File: src/hdl/elg_pkg.sv
// Package for the ElGamal engine: payload structs, register indexes,
// datapath command and status types. No dependencies.
package elg_pkg;

  localparam int unsigned ModulusBits = 31;
  localparam int unsigned CfgIdxBits  = 2;

  localparam logic [CfgIdxBits-1:0] RegModulus    = 2'd0;
  localparam logic [CfgIdxBits-1:0] RegGenerator  = 2'd1;
  localparam logic [CfgIdxBits-1:0] RegPrivateKey = 2'd2;

  localparam logic OpEncrypt = 1'b0;
  localparam logic OpDecrypt = 1'b1;

  typedef struct packed {
    logic                   operation;
    logic [ModulusBits-1:0] plaintext;
    logic [ModulusBits-1:0] ephemeral_key;
    logic [ModulusBits-1:0] cipher_first;
    logic [ModulusBits-1:0] cipher_second;
  } req_t;

  typedef struct packed {
    logic [ModulusBits-1:0] result_first;
    logic [ModulusBits-1:0] result_second;
    logic                   status;
  } rsp_t;

  // Datapath operations issued by the controller.
  typedef enum logic [3:0] {
    DpNop,
    DpLoad,      // latch item, start operand reduction
    DpRedStep,   // one step of operand reduction
    DpMulStart,  // start a modular multiply, operands by select
    DpMulStep,   // one bit of the modular multiply
    DpDivStart,  // start one Euclid division
    DpDivStep,   // one bit of the division
    DpEuclidUpd  // move remainders and coefficients on
  } dp_cmd_e;

  // Multiply operand/destination selects.
  typedef enum logic [2:0] {
    MulRxB,      // acc := acc * base
    MulBxB,      // base := base * base
    MulQxT,      // tmp := q * t_cur
    MulAxB2,     // fin := msg * acc, or c2 * t_old on decrypt (final product)
    MulNone
  } mul_sel_e;

  // Base of an exponentiation.
  typedef enum logic [1:0] {
    PowGen,
    PowPub,
    PowC1
  } pow_src_e;

  // Kind of result handed to the output.
  typedef enum logic [1:0] {
    KindOk,
    KindZero,
    KindNoInv
  } res_kind_e;

  typedef struct packed {
    dp_cmd_e  cmd;
    mul_sel_e sel;
    pow_src_e pow_src;
    logic     pow_exp;  // 0 private key, 1 ephemeral key
  } dp_ctl_t;

  typedef struct packed {
    logic red_done;
    logic mul_done;
    logic div_done;
    logic rcur_zero;
    logic rold_one;
    logic exp_bit;
    logic exp_zero;
    logic op;
    logic p_small;
  } dp_sts_t;

endpackage

File: src/hdl/elgamal_encrypt_decrypt.sv
// Top level of the ElGamal engine: configuration registers, controller and
// datapath, result register. Uses elg_pkg, elg_ctrl, elg_datapath.
//
//   channel  signals                          direction
//   cfg      cfg_valid_i cfg_ready_o cfg_*    write, valid/ready
//   req      start_i busy_o req_i             in, taken when start & !busy
//   rsp      done_o rsp_o                     out, one-cycle strobe
//
// An item runs operand reduction, then per exponentiation (three on
// encrypt, one on decrypt) a squaring per exponent bit and a multiply more
// per set bit, then on decrypt the Euclid steps of the inversion, then
// the final product and a finishing state. The multiplier and divider
// are bit-serial. Reset is asynchronous and loads
// modulus 3, generator 2, private key 1. The receiver cannot stall; done_o is
// high for one cycle with rsp_o valid.
module elgamal_encrypt_decrypt (
  input  logic                            clk_i,
  input  logic                            rst_ni,
  input  logic                            cfg_valid_i,
  output logic                            cfg_ready_o,
  input  logic [elg_pkg::CfgIdxBits-1:0]  cfg_index_i,
  input  logic [elg_pkg::ModulusBits-1:0] cfg_data_i,
  input  logic                            start_i,
  output logic                            busy_o,
  input  elg_pkg::req_t                   req_i,
  output logic                            done_o,
  output elg_pkg::rsp_t                   rsp_o
);

  localparam int unsigned W = elg_pkg::ModulusBits;

  logic [W-1:0] modulus_q, generator_q, private_key_q;
  always_ff @(posedge clk_i or negedge rst_ni) begin
    if (!rst_ni) begin
      modulus_q <= W'(3); generator_q <= W'(2); private_key_q <= W'(1);
    end else if (cfg_valid_i) begin
      unique case (cfg_index_i)
        elg_pkg::RegModulus:    modulus_q     <= cfg_data_i;
        elg_pkg::RegGenerator:  generator_q   <= cfg_data_i;
        elg_pkg::RegPrivateKey: private_key_q <= cfg_data_i;
        default: ;
      endcase
    end
  end
  assign cfg_ready_o = 1'b1;

  elg_pkg::dp_ctl_t ctl;
  elg_pkg::dp_sts_t sts;
  logic pow_init, exp_shift, pub_save, r1_save, inv_init, done;
  elg_pkg::res_kind_e kind;
  logic [W-1:0] res1, res2;

  elg_ctrl u_ctrl (
    .clk_i, .rst_ni, .start_i, .busy_o, .sts_i(sts), .ctl_o(ctl),
    .pow_init_o(pow_init), .exp_shift_o(exp_shift), .pub_save_o(pub_save),
    .r1_save_o(r1_save), .inv_init_o(inv_init), .done_o(done), .res_kind_o(kind)
  );

  elg_datapath #(.W(W)) u_dp (
    .clk_i, .rst_ni, .ctl_i(ctl),
    .modulus_i(modulus_q), .generator_i(generator_q), .private_key_i(private_key_q),
    .op_i(req_i.operation), .msg_i(req_i.plaintext), .eph_i(req_i.ephemeral_key),
    .c1_i(req_i.cipher_first), .c2_i(req_i.cipher_second),
    .pow_init_i(pow_init), .exp_shift_i(exp_shift), .pub_save_i(pub_save),
    .r1_save_i(r1_save), .inv_init_i(inv_init), .sts_o(sts), .res1_o(res1), .res2_o(res2)
  );

  always_comb begin
    rsp_o = '0;
    if (kind == elg_pkg::KindOk) begin
      if (sts.op) begin
        rsp_o.result_first = res2;
      end else begin
        rsp_o.result_first  = res1;
        rsp_o.result_second = res2;
      end
    end else if (kind == elg_pkg::KindNoInv) begin
      rsp_o.status = 1'b1;
    end
  end
  assign done_o = done;

endmodule

File: src/hdl/elg_datapath.sv
// Datapath of the ElGamal engine: operand reduction, bit-serial modular
// multiply, exponent shifter and bit-serial Euclid divider. Uses elg_pkg.
module elg_datapath #(
  parameter int unsigned W = elg_pkg::ModulusBits
) (
  input  logic                clk_i,
  input  logic                rst_ni,
  input  elg_pkg::dp_ctl_t    ctl_i,
  input  logic [W-1:0]        modulus_i,
  input  logic [W-1:0]        generator_i,
  input  logic [W-1:0]        private_key_i,
  input  logic                op_i,
  input  logic [W-1:0]        msg_i,
  input  logic [W-1:0]        eph_i,
  input  logic [W-1:0]        c1_i,
  input  logic [W-1:0]        c2_i,
  input  logic                pow_init_i,
  input  logic                exp_shift_i,
  input  logic                pub_save_i,
  input  logic                r1_save_i,
  input  logic                inv_init_i,
  output elg_pkg::dp_sts_t    sts_o,
  output logic [W-1:0]        res1_o,
  output logic [W-1:0]        res2_o
);

  localparam int unsigned CW = $clog2(W + 1);

  logic [W-1:0] p_q, gen_q, msg_q, c1_q, c2_q, eph_q, key_q;
  logic         op_q;
  logic [CW-1:0] red_cnt_q, red_cnt_d;
  logic [1:0]   red_idx_q, red_idx_d;

  logic [W-1:0] acc_q, acc_d, base_q, base_d, exp_q, exp_d, pub_q, pub_d, r1_q, r1_d;
  logic [W-1:0] ma_q, mb_q, mr_q, mr_d, fin_q, fin_d, tmp_q, tmp_d;
  logic [CW-1:0] mcnt_q, mcnt_d;
  logic [2:0]   mdst_q, mdst_d;

  logic [W-1:0] rold_q, rold_d, rcur_q, rcur_d, told_q, told_d, tcur_q, tcur_d;
  logic [W-1:0] quo_q, quo_d, rem_q, rem_d, dvd_q, dvd_d;
  logic [CW-1:0] dcnt_q, dcnt_d;

  // Reduction target selected by index: 0 gen, 1 msg, 2 c1, 3 c2.
  logic [W-1:0] red_val;
  always_comb begin
    unique case (red_idx_q)
      2'd0: red_val = gen_q;
      2'd1: red_val = msg_q;
      2'd2: red_val = c1_q;
      default: red_val = c2_q;
    endcase
  end

  // Modular doubling and addition, operands below p.
  function automatic logic [W-1:0] add_mod(input logic [W-1:0] a, input logic [W-1:0] b,
                                           input logic [W-1:0] m);
    logic [W-1:0] mb;
    begin
      mb = m - b;
      add_mod = (a >= mb) ? a - mb : a + b;
    end
  endfunction

  logic [W-1:0] mr_dbl, mr_add;
  assign mr_dbl = add_mod(mr_q, mr_q, p_q);
  assign mr_add = mb_q[W-1] ? add_mod(mr_dbl, ma_q, p_q) : mr_dbl;

  // Division: restoring, one quotient bit a step.
  logic [W:0] rem_sh;
  assign rem_sh = {rem_q, dvd_q[W-1]};

  logic [W-1:0] sub_t;
  assign sub_t = (told_q >= tmp_q) ? told_q - tmp_q : told_q + (p_q - tmp_q);

  always_comb begin
    red_cnt_d = red_cnt_q; red_idx_d = red_idx_q;
    acc_d = acc_q; base_d = base_q; exp_d = exp_q; pub_d = pub_q; r1_d = r1_q;
    mr_d = mr_q; fin_d = fin_q; tmp_d = tmp_q; mcnt_d = mcnt_q; mdst_d = mdst_q;
    rold_d = rold_q; rcur_d = rcur_q; told_d = told_q; tcur_d = tcur_q;
    quo_d = quo_q; rem_d = rem_q; dvd_d = dvd_q; dcnt_d = dcnt_q;
    if (pow_init_i) begin
      acc_d  = {{(W-1){1'b0}}, 1'b1};
      unique case (ctl_i.pow_src)
        elg_pkg::PowGen: base_d = gen_q;
        elg_pkg::PowPub: base_d = pub_q;
        default: base_d = c1_q;
      endcase
      exp_d = ctl_i.pow_exp ? eph_q : key_q;
    end
    if (exp_shift_i) exp_d = exp_q >> 1;
    if (pub_save_i) pub_d = acc_q;
    if (r1_save_i) r1_d = acc_q;
    if (inv_init_i) begin
      rold_d = p_q; rcur_d = acc_q; told_d = '0; tcur_d = {{(W-1){1'b0}}, 1'b1};
    end
    unique case (ctl_i.cmd)
      elg_pkg::DpLoad: begin
        red_cnt_d = '0; red_idx_d = '0;
      end
      elg_pkg::DpRedStep: begin
        // Subtract p while value >= p; at most 2^W/p steps is too many, so
        // reduce by shifted p: one bit position a step, MSB first.
        red_cnt_d = red_cnt_q + 1'b1;
        if (red_cnt_q == CW'(W)) begin
          red_cnt_d = '0;
          red_idx_d = red_idx_q + 1'b1;
        end
      end
      elg_pkg::DpMulStart: begin
        mr_d = '0; mcnt_d = '0; mdst_d = ctl_i.sel;
      end
      elg_pkg::DpMulStep: begin
        mr_d = mr_add; mcnt_d = mcnt_q + 1'b1;
        if (mcnt_q == CW'(W - 1)) begin
          unique case (mdst_q)
            3'(elg_pkg::MulRxB):  acc_d  = mr_add;
            3'(elg_pkg::MulBxB):  base_d = mr_add;
            3'(elg_pkg::MulQxT):  tmp_d  = mr_add;
            default:              fin_d  = mr_add;
          endcase
        end
      end
      elg_pkg::DpDivStart: begin
        rem_d = '0; quo_d = '0; dvd_d = rold_q; dcnt_d = '0;
      end
      elg_pkg::DpDivStep: begin
        dcnt_d = dcnt_q + 1'b1;
        dvd_d  = dvd_q << 1;
        if (rem_sh >= {1'b0, rcur_q}) begin
          rem_d = W'(rem_sh - {1'b0, rcur_q});
          quo_d = {quo_q[W-2:0], 1'b1};
        end else begin
          rem_d = rem_sh[W-1:0];
          quo_d = {quo_q[W-2:0], 1'b0};
        end
      end
      elg_pkg::DpEuclidUpd: begin
        rold_d = rcur_q; rcur_d = rem_q; told_d = tcur_q; tcur_d = sub_t;
      end
      default: ;
    endcase
  end

  // Reduction step: conditional subtract of p shifted by (W - cnt).
  logic [2*W-1:0] p_shift;
  logic [W-1:0]   red_next;
  always_comb begin
    p_shift  = {{W{1'b0}}, p_q} << (CW'(W) - red_cnt_q);
    red_next = red_val;
    if (red_cnt_q <= CW'(W) && {{W{1'b0}}, red_val} >= p_shift) red_next = W'(red_val - p_shift[W-1:0]);
  end

  logic [W-1:0] ma_sel, mb_sel;
  always_comb begin
    unique case (ctl_i.sel)
      elg_pkg::MulRxB:  begin ma_sel = acc_q;  mb_sel = base_q; end
      elg_pkg::MulBxB:  begin ma_sel = base_q; mb_sel = base_q; end
      elg_pkg::MulQxT:  begin ma_sel = tcur_q; mb_sel = quo_q;  end
      elg_pkg::MulAxB2: begin ma_sel = op_q ? c2_q : msg_q; mb_sel = op_q ? told_q : acc_q; end
      default:          begin ma_sel = '0;     mb_sel = '0;     end
    endcase
  end

  // q <= p here: quotient of r_old by r_cur <= p < 2^W, and q<p unless r_cur=1
  // with r_old=p, whose t product is then unused.
  logic [W-1:0] q_red;
  assign q_red = (quo_q >= p_q) ? quo_q - p_q : quo_q;

  always_ff @(posedge clk_i or negedge rst_ni) begin
    if (!rst_ni) begin
      red_cnt_q <= '0; red_idx_q <= '0; mcnt_q <= '0; dcnt_q <= '0; mdst_q <= '0;
    end else begin
      red_cnt_q <= red_cnt_d; red_idx_q <= red_idx_d; mcnt_q <= mcnt_d;
      dcnt_q <= dcnt_d; mdst_q <= mdst_d;
    end
  end

  always_ff @(posedge clk_i) begin
    acc_q <= acc_d; base_q <= base_d; exp_q <= exp_d; pub_q <= pub_d; r1_q <= r1_d;
    mr_q <= mr_d; fin_q <= fin_d; tmp_q <= tmp_d;
    rold_q <= rold_d; rcur_q <= rcur_d; told_q <= told_d; tcur_q <= tcur_d;
    quo_q <= quo_d; rem_q <= rem_d; dvd_q <= dvd_d;
    if (ctl_i.cmd == elg_pkg::DpMulStart) begin
      ma_q <= ma_sel;
      mb_q <= (ctl_i.sel == elg_pkg::MulQxT) ? q_red : mb_sel;
    end else if (ctl_i.cmd == elg_pkg::DpMulStep) begin
      mb_q <= mb_q << 1;
    end
    if (ctl_i.cmd == elg_pkg::DpLoad) begin
      p_q <= modulus_i; gen_q <= generator_i; key_q <= private_key_i; op_q <= op_i;
      msg_q <= msg_i; eph_q <= eph_i; c1_q <= c1_i; c2_q <= c2_i;
    end else if (ctl_i.cmd == elg_pkg::DpRedStep) begin
      unique case (red_idx_q)
        2'd0: gen_q <= red_next;
        2'd1: msg_q <= red_next;
        2'd2: c1_q  <= red_next;
        default: c2_q <= red_next;
      endcase
    end
  end

  assign sts_o.red_done  = (ctl_i.cmd == elg_pkg::DpRedStep) && red_idx_q == 2'd3 &&
                           red_cnt_q == CW'(W);
  assign sts_o.mul_done  = (mcnt_q == CW'(W - 1));
  assign sts_o.div_done  = (dcnt_q == CW'(W - 1));
  assign sts_o.rcur_zero = (rcur_q == '0);
  assign sts_o.rold_one  = (rold_q == {{(W-1){1'b0}}, 1'b1});
  assign sts_o.exp_bit   = exp_q[0];
  assign sts_o.exp_zero  = (exp_q == '0);
  assign sts_o.op        = op_q;
  assign sts_o.p_small   = (p_q[W-1:1] == '0);
  assign res1_o = r1_q;
  assign res2_o = fin_q;

endmodule

File: src/hdl/elg_ctrl.sv
// Controller of the ElGamal engine: sequences reduction, exponentiations,
// inversion and the final product on the datapath. Uses elg_pkg.
module elg_ctrl (
  input  logic               clk_i,
  input  logic               rst_ni,
  input  logic               start_i,
  output logic               busy_o,
  input  elg_pkg::dp_sts_t   sts_i,
  output elg_pkg::dp_ctl_t   ctl_o,
  output logic               pow_init_o,
  output logic               exp_shift_o,
  output logic               pub_save_o,
  output logic               r1_save_o,
  output logic               inv_init_o,
  output logic               done_o,
  output elg_pkg::res_kind_e res_kind_o
);

  typedef enum logic [3:0] {
    StIdle, StReduce, StPowInit, StPowTest, StPowMulR, StPowMulB, StPowDone,
    StInvTest, StDiv, StDivMul, StUpd, StFinMul, StDone
  } state_e;

  // Exponentiation phases.
  localparam logic [1:0] PhPub = 2'd0, PhC1 = 2'd1, PhShared = 2'd2, PhDec = 2'd3;

  state_e             state_q;
  logic [1:0]         ph_q;
  logic               mul_run_q;
  elg_pkg::res_kind_e kind_q;

  elg_pkg::dp_ctl_t c;
  always_comb begin
    c.cmd = elg_pkg::DpNop; c.sel = elg_pkg::MulNone; c.pow_src = elg_pkg::PowGen;
    c.pow_exp = 1'b0;
    pow_init_o = 1'b0; exp_shift_o = 1'b0; pub_save_o = 1'b0; r1_save_o = 1'b0;
    inv_init_o = 1'b0;
    unique case (state_q)
      StIdle:   if (start_i) c.cmd = elg_pkg::DpLoad;
      StReduce: c.cmd = elg_pkg::DpRedStep;
      StPowInit: begin
        pow_init_o = 1'b1;
        unique case (ph_q)
          PhPub:    begin c.pow_src = elg_pkg::PowGen; c.pow_exp = 1'b0; end
          PhC1:     begin c.pow_src = elg_pkg::PowGen; c.pow_exp = 1'b1; end
          PhShared: begin c.pow_src = elg_pkg::PowPub; c.pow_exp = 1'b1; end
          default:  begin c.pow_src = elg_pkg::PowC1;  c.pow_exp = 1'b0; end
        endcase
      end
      StPowMulR: begin
        c.sel = elg_pkg::MulRxB;
        c.cmd = mul_run_q ? elg_pkg::DpMulStep : elg_pkg::DpMulStart;
      end
      StPowMulB: begin
        c.sel = elg_pkg::MulBxB;
        c.cmd = mul_run_q ? elg_pkg::DpMulStep : elg_pkg::DpMulStart;
        if (mul_run_q && sts_i.mul_done) exp_shift_o = 1'b1;
      end
      StPowDone: begin
        pub_save_o = (ph_q == PhPub);
        r1_save_o  = (ph_q == PhC1);
        inv_init_o = (ph_q == PhDec);
      end
      StDiv: c.cmd = mul_run_q ? elg_pkg::DpDivStep : elg_pkg::DpDivStart;
      StDivMul: begin
        c.sel = elg_pkg::MulQxT;
        c.cmd = mul_run_q ? elg_pkg::DpMulStep : elg_pkg::DpMulStart;
      end
      StUpd: c.cmd = elg_pkg::DpEuclidUpd;
      StFinMul: begin
        c.sel = elg_pkg::MulAxB2;
        c.cmd = mul_run_q ? elg_pkg::DpMulStep : elg_pkg::DpMulStart;
      end
      default: ;
    endcase
  end
  assign ctl_o = c;

  always_ff @(posedge clk_i or negedge rst_ni) begin
    if (!rst_ni) begin
      state_q <= StIdle; ph_q <= PhPub; mul_run_q <= 1'b0; kind_q <= elg_pkg::KindOk;
      done_o <= 1'b0;
    end else begin
      done_o <= (state_q == StDone);
      unique case (state_q)
        StIdle: if (start_i) state_q <= StReduce;
        StReduce: if (sts_i.red_done) begin
          if (sts_i.p_small) begin
            kind_q <= sts_i.op ? elg_pkg::KindNoInv : elg_pkg::KindZero;
            state_q <= StDone;
          end else begin
            kind_q <= elg_pkg::KindOk;
            ph_q <= sts_i.op ? PhDec : PhPub;
            state_q <= StPowInit;
          end
        end
        StPowInit: state_q <= StPowTest;
        StPowTest: state_q <= sts_i.exp_zero ? StPowDone :
                              (sts_i.exp_bit ? StPowMulR : StPowMulB);
        StPowMulR: begin
          if (mul_run_q && sts_i.mul_done) begin
            mul_run_q <= 1'b0; state_q <= StPowMulB;
          end else mul_run_q <= 1'b1;
        end
        StPowMulB: begin
          if (mul_run_q && sts_i.mul_done) begin
            mul_run_q <= 1'b0; state_q <= StPowTest;
          end else mul_run_q <= 1'b1;
        end
        StPowDone: begin
          unique case (ph_q)
            PhPub:    begin ph_q <= PhC1; state_q <= StPowInit; end
            PhC1:     begin ph_q <= PhShared; state_q <= StPowInit; end
            PhShared: state_q <= StFinMul;
            default:  state_q <= StInvTest;
          endcase
        end
        StInvTest: begin
          if (sts_i.rcur_zero) begin
            if (sts_i.rold_one) state_q <= StFinMul;
            else begin kind_q <= elg_pkg::KindNoInv; state_q <= StDone; end
          end else state_q <= StDiv;
        end
        StDiv: begin
          if (mul_run_q && sts_i.div_done) begin
            mul_run_q <= 1'b0; state_q <= StDivMul;
          end else mul_run_q <= 1'b1;
        end
        StDivMul: begin
          if (mul_run_q && sts_i.mul_done) begin
            mul_run_q <= 1'b0; state_q <= StUpd;
          end else mul_run_q <= 1'b1;
        end
        StUpd: state_q <= StInvTest;
        StFinMul: begin
          if (mul_run_q && sts_i.mul_done) begin
            mul_run_q <= 1'b0; state_q <= StDone;
          end else mul_run_q <= 1'b1;
        end
        default: state_q <= StIdle;
      endcase
    end
  end

  assign busy_o = (state_q != StIdle);
  assign res_kind_o = kind_q;

endmodule
File: config.mk
export PLATFORM = sky130hd
export DESIGN_NAME = elgamal_encrypt_decrypt
export DESIGN_NICKNAME = d
export VERILOG_FILES = /design/src/hdl/elg_pkg.sv /design/src/hdl/elgamal_encrypt_decrypt.sv /design/src/hdl/elg_datapath.sv /design/src/hdl/elg_ctrl.sv
export SDC_FILE = /design/constraint.sdc
export NUM_CORES = 2
export LEC_CHECK = 0
export CORE_UTILIZATION = 55
export DETAILED_ROUTE_END_ITERATION = 6
export DONT_BUFFER_PORTS = 1
export PLACE_DENSITY = 0.7
export SKIP_LAST_GASP = 1
export SLEW_MARGIN = 30
export SYNTH_ARGS = -nofsm -noshare
export SYNTH_HDL_FRONTEND = slang
export SYNTH_SLANG_ARGS = --single-unit
File: constraint.sdc
create_clock -name clk_i -period 18.9 [get_ports clk_i]
set_input_delay 2.835 -clock clk_i [delete_from_list [all_inputs] [get_ports clk_i]]
set_output_delay 2.835 -clock clk_i [all_outputs]
set_load 0.01 [all_outputs]
==> flow_metrics.py <==
metrics = {
    "critical_path": {
        "max_stage_delay_ns": 0.59,
        "critical-path-top-delay-family": "compound AO/OA/AOI/OAI gates",
        "cp_num_buf_inv": 4,
        "critPathMaxFanout": 35,
        "crit_path_start_kind": "register",
        "worstPathRequired_ns": 19.33,
        "path_class": "register to register",
        "cpMaxStageDelayCell": "and3_1",
        "end_kind": "register",
        "critPathArrivalTime_ns": 12.06,
        "cpMostUsedCell": "o21ai_0",
    },
    "synthesis": {
        "syn_area_um2": 57000,
        "ys_async_sr_fraction": 0.142,
        "netlist_instances": 5815,
        "synth_top_area_frac": 0.359,
        "syn_nets": 6329,
        "ys_top_cells_by_area": "edfxtp_1, ha_1, dfrtp_1",
        "synth.largest_area_cell": "edfxtp_1",
        "synthFlopType": "edfxtp_1",
        "ys_seq_elements": 868,
        "yosys_warnings": 0,
        "synth-edff-count": 682,
        "syn_avg_cell_area_um2": 9.80,
        "synth_sequential_area_ratio": 0.436,
        "synth_cell_types": 111,
    },
    "sta": {
        "fmax_ghz": 0.0860,
        "finalCriticalPeriod_ns": 11.63,
        "finalHoldViolations": 0,
        "worst_slew_pin_slew_ns": 1.07,
        "setup_ws_ns": 7.27,
        "final.setup_skew_ns": 0.0355,
        "fin_setup_tns_ns": 0,
        "min_period_over_period": 0.615,
        "drv_slew": 0,
        "slew_headroom": 0.288,
        "setup_viol": 0,
        "rsz0062_at_grt": "no",
    },
    "cells_and_area": {
        "syn_to_final_growth_pct": 8.73,
        "drive_gt1_frac": 0.0846,
        "nets": 6256,
    },
    "power_and_ir_drop": {
        "p_switching_w": 0.000864,
        "p_int_w": 0.00332,
        "powerDensity_nw_per_um2": 67.6,
        "power_frac_comb": 0.010,
        "p_clk_frac": 0.486,
        "pwr-share-seq": 0.504,
        "leakage_nw": 26.7,
        "power.total_w": 0.00418,
        "switching_share": 0.206,
        "ir_worst_vdd_v": 0.0000846,
    },
    "global_route": {
        "track_usage": 0.406,
        "antenna_found_initial": 30,
        "grt_start_max_net_pins": 129,
        "grt_pass1_vias": 44800,
        "grt_pass1_wl_um": 306000,
        "grt_overflow": 0,
    },
    "clock_tree": {
        "cts.sinks": 868,
        "cts_resized": 0,
        "h-tree-depth": 3,
        "cts_inserted_buffers": 95,
        "clockBufferDepth": 3,
        "clkTransAtPathRegs_ns": 0.06,
        "post_cts_buffers": 0,
        "cts_tree": "done",
        "cts_root_buffer": "clkbuf_16",
        "hold_buffers": 0,
        "clk_latency_ns": 0.71,
    },
    "run": {
        "drv_cap": 0,
    },
    "drt": {
        "drc": 1,
        "ant_nets": 0,
        "drt-initial-drc-count": 5888,
        "routed_wl_um": 215000,
        "vias_per_cell": 6.61,
        "first_pass_iters": 7,
        "vias": 47600,
        "wl_per_cell_um": 29.9,
    },
    "placement": {
        "port-buffer-count": 0,
        "pre_cts_slack_ns": 7.54,
        "globalplace.congestion": 1.05,
        "hpwlAfterDp_um": 165000,
    },
    "min_path": {
        "holdCritPathClass": "register to register",
    },
    "floorplanning": {
        "die_area_um2": 105000,
        "die_h_um": 324,
        "core_region_area_um2": 102000,
        "fp.dieW_um": 324,
        "boundaryPins": 228,
        "rows": 117,
        "initial_utilization": 0.558,
    },
    "status": {
        "violations": "DRC",
        "status": "finished with violations",
    },
}
[kinds of logic after synthesis]
family / after synthesis / share of synthesized area
compound gates: 1520 / 0.177
xor+xnor: 247 / 0.0382
buf+inv: 652 / 0.0440
other cells: 1 / 0.0000658
fa+ha+maj: 360 / 0.0837
flops: 868 / 0.436
simple gates: 1778 / 0.144
mux: 389 / 0.0771
[stage by stage]
step | instances | util | hold WS, ns | instance area [µm²]
finish | 7207 | 0.606 | 0.442 | 61900
global route | 7203 | 0.606 | 0.447 | 61900
CTS | 7193 | 0.606 | 0.442 | 61900
detailed placement | 7013 | 0.573 | 0.428 | 58500
global placement | 7012 | 0.572 | 0.422 | 58500
floorplan | 5815 | - | 0.419 | 57000
[cells in the mapped netlist (37+ instances only)]
| cell | count |
|---|---|
| a211oi_1 | 74 |
| a21o_1 | 219 |
| a21oi_1 | 400 |
| a221o_1 | 37 |
| a31oi_1 | 49 |
| and2_1 | 90 |
| and3_1 | 67 |
| clkbuf_1 | 209 |
| dfrtp_1 | 119 |
| dfxtp_1 | 63 |
| edfxtp_1 | 682 |
| fa_1 | 38 |
| ha_1 | 314 |
| inv_1 | 391 |
| mux2_2 | 129 |
| mux2i_1 | 231 |
| nand2_1 | 601 |
| nand2b_1 | 43 |
| nand3_1 | 142 |
| nand4_1 | 52 |
| nor2_1 | 490 |
| nor2b_1 | 48 |
| nor3_1 | 100 |
| nor4_1 | 39 |
| o211ai_1 | 43 |
| o21a_1 | 49 |
| o21ai_0 | 299 |
| o21bai_1 | 37 |
| xnor2_1 | 146 |
| xor2_1 | 99 |
[routing by layer]
metal / GRT usage / share of wire / up-vias
li1: - / - / 21200
met1: 0.528 / 0.39 / 23300
met2: 0.624 / 0.44 / 2596
met3: 0.0892 / 0.10 / 538
met4: 0.238 / 0.067 / 14
met5: 0 / 0.00050 / -
[cells in the final DEF (no fill, tap or decap), drive strengths merged, types with 44 or more instances in the layout]
| cell type | instances |
|---|---|
| mux2 | 129 |
| edfxtp | 682 |
| o211ai | 44 |
| a21o | 219 |
| o21ai | 324 |
| a211oi | 75 |
| mux2i | 235 |
| dfrtp | 119 |
| a21oi | 403 |
| a31oi | 49 |
| inv | 398 |
| nor2b | 48 |
| nand3 | 144 |
| nor3 | 100 |
| ha | 314 |
| xnor2 | 147 |
| nand4 | 53 |
| and3 | 68 |
| and2 | 91 |
| nand2 | 601 |
| clkbuf | 125 |
| nor2 | 490 |
| xor2 | 100 |
| o21a | 49 |
| buf | 88 |
| dfxtp | 63 |
[area by class of cell]
cell class | instances | area [µm²]
antenna | 14 | 35.0
clock buffer | 125 | 2600
clock inverter | 55 | 772
fill | 8697 | 40200
inverter | 394 | 1490
multi-input combinational | 4295 | 29800
sequential | 868 | 24800
tap | 1368 | 1710
timing repair buffer | 88 | 693
[final timing paths]
| path | start | end | slack, ns | depth (start not counted) |
|---|---|---|---|---|
| worst max-delay path | u_dp.p_q[0] | u_dp.res2_o[2] | 7.27 | 42 |
| worst min-delay path | private_key_q[1] | u_dp.key_q[1] | 0.44 | 0 |
| worst max register to register | u_dp.p_q[0] | u_dp.res2_o[2] | 7.27 | 42 |
| worst min register to register | private_key_q[1] | u_dp.key_q[1] | 0.44 | 0 |
| max in group asynchronous | rst_ni | u_dp.dcnt_q[4] | 16.75 | 0 |
| min in group asynchronous | rst_ni | generator_q[24] | 1.82 | 0 |
[power by group through the flow]
stage          Combinational, W  Sequential [W]  Clock, W
2_1_floorplan         0.0000382         0.00213         0
3_3_place_gp          0.0000410         0.00214         0
3_5_place_dp          0.0000436         0.00215         0
4_1_cts               0.0000437         0.00211   0.00204
5_1_grt               0.0000470         0.00211   0.00210
6_report              0.0000436         0.00211   0.00203
Note: power is estimated with default switching activity, not from simulation.
